`src/hw/rtl/vpt_pkg.sv`:
```
// Shared constants, types and the arctangent table of the vehicle pose tracker.
`timescale 1ns / 1ps
`default_nettype none
package vpt_pkg;
  localparam int CordicStepsDef = 24;
  localparam int FracBitsDef    = 16;
  localparam int Q30            = 30;

  localparam int OpaW  = 34;
  localparam int OpbW  = 33;
  localparam int ProdW = OpaW + OpbW;
  localparam int AccW  = 35;

  localparam logic [1:0] OP_LOAD = 2'd0;
  localparam logic [1:0] OP_MOVE = 2'd1;
  localparam logic [1:0] OP_G2V  = 2'd2;
  localparam logic [1:0] OP_V2G  = 2'd3;

  localparam logic [1:0] REG_INV_WHEELBASE = 2'd0;
  localparam logic [1:0] REG_MAX_SPEED     = 2'd1;

  localparam logic [31:0] InvWheelbaseRst = 32'd32768;
  localparam logic [30:0] MaxSpeedRst     = 31'd6553600;

  localparam logic signed [32:0] RadToBam   = 33'sd683565276;
  localparam logic signed [33:0] CordicGain = 34'sd652032874;
  localparam logic signed [33:0] OneQ30     = 34'sd1073741824;

  typedef struct packed {
    logic               done;
    logic signed [31:0] cos_v;
    logic signed [31:0] sin_v;
  } trig_t;

  function automatic logic [31:0] atan_bam(input logic [4:0] i);
    logic [31:0] r;
    begin
      case (i)
        5'd0:  r = 32'h20000000;
        5'd1:  r = 32'h12E4051E;
        5'd2:  r = 32'h09FB385B;
        5'd3:  r = 32'h051111D4;
        5'd4:  r = 32'h028B0D43;
        5'd5:  r = 32'h0145D7E1;
        5'd6:  r = 32'h00A2F61E;
        5'd7:  r = 32'h00517C55;
        5'd8:  r = 32'h0028BE53;
        5'd9:  r = 32'h00145F2F;
        5'd10: r = 32'h000A2F98;
        5'd11: r = 32'h000517CC;
        5'd12: r = 32'h00028BE6;
        5'd13: r = 32'h000145F3;
        5'd14: r = 32'h0000A2FA;
        5'd15: r = 32'h0000517D;
        5'd16: r = 32'h000028BE;
        5'd17: r = 32'h0000145F;
        5'd18: r = 32'h00000A30;
        5'd19: r = 32'h00000518;
        5'd20: r = 32'h0000028C;
        5'd21: r = 32'h00000146;
        5'd22: r = 32'h000000A3;
        5'd23: r = 32'h00000051;
        5'd24: r = 32'h00000029;
        5'd25: r = 32'h00000014;
        5'd26: r = 32'h0000000A;
        5'd27: r = 32'h00000005;
        5'd28: r = 32'h00000003;
        5'd29: r = 32'h00000001;
        default: r = 32'h0;
      endcase
      return r;
    end
  endfunction
endpackage
`default_nettype wire

```
`src/hw/rtl/vpt_cordic.sv`:
```
// Iterative rotation-mode CORDIC giving cosine and sine of a binary angle.
`timescale 1ns / 1ps
`default_nettype none
module vpt_cordic #(
  parameter int CORDIC_STEPS = vpt_pkg::CordicStepsDef
) (
  input  wire logic          clk,
  input  wire logic          rst_n,
  input  wire logic          start,
  input  wire logic [31:0]   angle,
  output vpt_pkg::trig_t     trig
);
  import vpt_pkg::*;

  localparam int CntW = 5;

  logic               busy_r, busy_nxt;
  logic               done_r, done_nxt;
  logic               flip_r, flip_nxt;
  logic [CntW-1:0]    cnt_r, cnt_nxt;
  logic signed [33:0] x_r, x_nxt, y_r, y_nxt;
  logic signed [31:0] z_r, z_nxt;
  logic signed [33:0] xs, ys, xf, yf, xc, yc;

  always_comb begin
    busy_nxt = busy_r;
    done_nxt = done_r;
    flip_nxt = flip_r;
    cnt_nxt  = cnt_r;
    x_nxt    = x_r;
    y_nxt    = y_r;
    z_nxt    = z_r;
    xs       = x_r >>> cnt_r;
    ys       = y_r >>> cnt_r;
    if (start) begin
      busy_nxt = 1'b1;
      done_nxt = 1'b0;
      flip_nxt = angle[31] ^ angle[30];
      cnt_nxt  = '0;
      x_nxt    = CordicGain;
      y_nxt    = '0;
      z_nxt    = signed'({angle[31] ^ flip_nxt, angle[30:0]});
    end else if (busy_r) begin
      if (!z_r[31]) begin
        x_nxt = x_r - ys;
        y_nxt = y_r + xs;
        z_nxt = z_r - signed'(atan_bam(cnt_r));
      end else begin
        x_nxt = x_r + ys;
        y_nxt = y_r - xs;
        z_nxt = z_r + signed'(atan_bam(cnt_r));
      end
      cnt_nxt = cnt_r + 1'b1;
      if (cnt_r == CntW'(CORDIC_STEPS - 1)) begin
        busy_nxt = 1'b0;
        done_nxt = 1'b1;
      end
    end
  end

  always_ff @(posedge clk) begin
    if (!rst_n) begin
      busy_r <= 1'b0;
      done_r <= 1'b0;
    end else begin
      busy_r <= busy_nxt;
      done_r <= done_nxt;
    end
    flip_r <= flip_nxt;
    cnt_r  <= cnt_nxt;
    x_r    <= x_nxt;
    y_r    <= y_nxt;
    z_r    <= z_nxt;
  end

  always_comb begin
    xf = flip_r ? -x_r : x_r;
    yf = flip_r ? -y_r : y_r;
    xc = (xf > OneQ30) ? OneQ30 : ((xf < -OneQ30) ? -OneQ30 : xf);
    yc = (yf > OneQ30) ? OneQ30 : ((yf < -OneQ30) ? -OneQ30 : yf);
    trig.done  = done_r;
    trig.cos_v = xc[31:0];
    trig.sin_v = yc[31:0];
  end
endmodule
`default_nettype wire

```
`config.mk`:
```
export PLATFORM = sky130hd
export DESIGN_NAME = vpt_cordic
export DESIGN_NICKNAME = d
export VERILOG_FILES = /design/src/hw/rtl/vpt_pkg.sv /design/src/hw/rtl/vpt_cordic.sv
export SDC_FILE = /design/constraint.sdc
export NUM_CORES = 1
export LEC_CHECK = 0
export ABC_CLOCK_PERIOD_IN_PS = 7900
export BUFFER_PORTS_ARGS = -buffer_cell sky130_fd_sc_hd__buf_2
export CAP_MARGIN = 20
export CORE_UTILIZATION = 60
export DETAILED_ROUTE_END_ITERATION = 8
export GPL_TIMING_DRIVEN = 0
export HOLD_SLACK_MARGIN = 0.06
export PLACE_DENSITY = 0.78
export SYNTH_ARGS = -nofsm -noshare
export SYNTH_HDL_FRONTEND = slang
export SYNTH_SLANG_ARGS = --single-unit
```
`constraint.sdc`:
```
create_clock -name clk -period 7.9 [get_ports clk]
set_input_delay 0.79 -clock clk [delete_from_list [all_inputs] [get_ports clk]]
set_output_delay 0.79 -clock clk [all_outputs]
set_load 0.02 [all_outputs]
```
==> results by group <==
Status
  – Status: complete, no violations

Timing
  – Final Hold Fails: 0
  – Period utilization: 0.989
  – Max frequency: 128 MHz
  – Final TNS setup: 0 ns
  – Setup Viol. Count Final: 0
  – Slew @ Worst Pin: roughly 1.3 ns
  – Slew headroom: 0.150
  – Hold slack: ~0.55 ns
  – Clock skew: 0.0132 ns
  – RSZ-0062 raised after global routing: no
  – Fin. max-slew vios: 0
  – Final WS setup: 0.0846 ns
  – Post-route minimum period: between 7 and 8 ns

Global route
  – Total congestion overflow: 0
  – Most Crowded Layer GR: met2
  – Largest net degree at the start of global routing: 19
  – Gr usage total: 0.509
  – Initial antenna violation count: 0
  – GR Util met2: 0.787
  – Number of global-route vias before repair: between 20000 and 25000
  – First-pass GRT wire length: 126 mm
  – Grt met1 use: 0.575
  – Global routing usage on met3: 0.153

Floorplan
  – Full die area: roughly 33000 sq um
  – Initial Utilization: 0.612
  – Chip width: about 180 microns
  – Core area: between 30000 and 40000 sq um
  – Die height: 182 microns
  – Io pins: 100
  – Row count: 65

Finish
  – Synth-to-Final Area Change: 8.99%
  – Antenna Cells: 0
  – Fill count: 2600
  – Total Nets Final: about 2800
  – Commonest cells after routing, fill and taps aside: nor2_1, nand2_1, a21oi_1
  – Layout cells sized above 1: 0.134
  – Final instance area: approximately 21000 sq um
  – Most common cell after layout, fill and taps aside: nor2_1

Critical path
  – CP peak stage delay: between 0.6 and 0.7 ns
  – Crit path top cell by count: a21oi_1
  – Required @ worst endpoint: slightly above 8 ns
  – Critical path class: register to register
  – CP Launch Type: register
  – CP max-delay cell: or4b_2
  – Reg-to-Reg Start: cnt_r[1]$_SDFFE_PP0P_
  – Worst setup startpoint: cnt_r[1]$_SDFFE_PP0P_
  – CP arrival: a little over 8 ns
  – CP endpoint kind: register
  – CP max FO: 10

Clock tree
  – CTS H-tree depth: 4
  – Clock tree sinks: ~140
  – Clock latency on the worst-skew pair: approximately 0.47 ns
  – Clock transition at path regs: roughly 0.070 ns
  – CTS buffer count: 17
  – Clock Tree Buf Depth: 2
  – Clock root buffer: clkbuf_16
  – TritonCTS clock tree: done

Synthesis
  – Asr flop ratio synth: 0
  – FF+latch count, synth: approximately 140
  – Post-Syn Instances: 2474
  – Main synth FF type: dfxtp_1
  – Yosys warnings: 0
  – Syn Nets: ~2600
  – Mapped Area: a little under 20000 sq um
  – Sequential share of the synthesized area: 0.160
  – Synth unique cells: 106
  – Post-synth EDFFs: 33
  – Synthesized area per cell: 7.83 sq um

Routing
  – Drt total wl: ~85 mm
  – ANT nets after route: 0
  – Vias/cell: 7.33
  – TritonRoute pass-1 iters: 7
  – Drt wl/cell: 28.2 microns
  – Post-route DRC: 0
  – DR vias: approximately 22000
  – Initial drt markers: about 3300

Power and ir drop
  – Leak: a little under 9 nW
  – Pwr dens: 458 nW/um^2
  – Pwr Total: a little under 10 mW
  – VDD IR max: 0.320 mV

Place
  – GPL Wtd Cong: 1.12
  – HPWL Detailed: roughly 65 mm
  – Port Buffer Count: ~100
  – Dpl ws: between 0.15 and 0.2 ns
  – Placed Area: around 20000 sq um

Worst hold path
  – Worst hold start: start
  – Hold Path Class: input pin to register

Flow run
  – Max-cap viol count: 0
-- critical path: cells and delay by family, from the launching register on --
| kind | cells | cell delay, ns |
|---|---|---|
| AOI/OAI and AO/OA | 12 | 2.67 |
| xor gates and xnor gates | 1 | 0.19 |
| adders and majority gates | 1 | 0.39 |
| buffers and inverters | 6 | 1.59 |
| DFF | 1 | 0.38 |
| muxes | 1 | 0.41 |
| and+or+nand+nor | 6 | 2.07 |
-- cell families (layout without fill, tap and decap cells) --
family | Yosys count | after routing | share of synthesized area
AO/OA/AOI/OAI | 697 | 697 | 0.236
XOR/XNOR | 233 | 233 | 0.106
adder cells (fa/ha/maj) | 115 | 115 | 0.0755
buffers and inverters | 257 | 396 | 0.0607
flip-flops | 138 | 138 | 0.160
multiplexers | 192 | 192 | 0.156
AND/OR/NAND/NOR | 842 | 842 | 0.206
-- final timing paths --
check | cells past startpoint | slack [ns] | endpoint
worst min-delay path | 1 | 0.55 | flip_r$_DFFE_PP_
worst min register to register | 2 | 0.56 | done_r$_SDFFE_PP0P_
worst max register to register | 27 | 0.08 | x_r[33]$_SDFFE_PP0P_
worst max-delay path | 27 | 0.08 | x_r[33]$_SDFFE_PP0P_
-- metal layers --
layer | part of all wire | routed length (microns) | vias to the layer above
met5 | 0 | 0 | -
li1 | - | - | 9370
met2 | 0.44 | 37100 | 1895
met4 | 0.095 | 8100 | 0
met3 | 0.13 | 10800 | 538
met1 | 0.34 | 29100 | 10300
-- power by group --
group / switching (mW) / leakage [nW] / internal, mW / total [mW]
combinational: 4.70 / 7.27 / 2.93 / 7.63
sequential: 0.228 / 1.20 / 0.978 / 1.21
clock: 0.388 / 0.272 / 0.449 / 0.837
-- layout make-up --
cell class,instances,area (sq um),area share
multi-input combinational,2079,15100,0.718
sequential,138,3090,0.147
buffer,198,957,0.0454
timing repair buffer,107,602,0.0285
tap,402,503,0.0238
clock buffer,19,443,0.0210
inverter,59,221,0.0105
clock inverter,13,136,0.00646
-- synthesized netlist by cell type (16+ instances only) --
master | number | area (sq um)
nor2b_1 | 29 | 181
nand4_1 | 19 | 119
o31ai_1 | 27 | 203
buf_1 | 22 | 82.6
a31oi_1 | 44 | 275
o22ai_1 | 20 | 125
or3_1 | 27 | 169
buf_2 | 23 | 115
edfxtp_1 | 33 | 991
o21a_1 | 16 | 120
ha_1 | 112 | 1400
a21o_1 | 48 | 360
nand2b_1 | 29 | 181
a211oi_1 | 24 | 180
mux2_2 | 22 | 248
o21ai_0 | 149 | 746
o211ai_1 | 19 | 143
nor2_1 | 302 | 1130
xnor2_1 | 98 | 858
nand2_1 | 229 | 860
and2_1 | 18 | 113
inv_1 | 54 | 203
and3_1 | 17 | 106
mux4_2 | 77 | 1730
a32oi_1 | 18 | 158
xor2_1 | 134 | 1170
nand3_1 | 48 | 240
nor3_1 | 43 | 215
clkbuf_1 | 128 | 480
nor4_1 | 18 | 113
a21oi_1 | 199 | 996
dfxtp_1 | 105 | 2100
mux2i_1 | 84 | 841
-- metrics by stage --
stage | instances | util
2_1_floorplan | 2474 | -
4_1_cts | 3008 | 0.663
6_report | 3015 | 0.667
3_5_place_dp | 2976 | 0.644
3_3_place_gp | 2975 | 0.644
5_1_grt | 3015 | 0.667
-- timing repair --
action                     4_1_cts  5_1_grt
setup buffers                    0        1
setup endpoints to repair        0        2
hold buffers                     0        0
resized for setup                0       10
(Power assumes the default switching activity.)
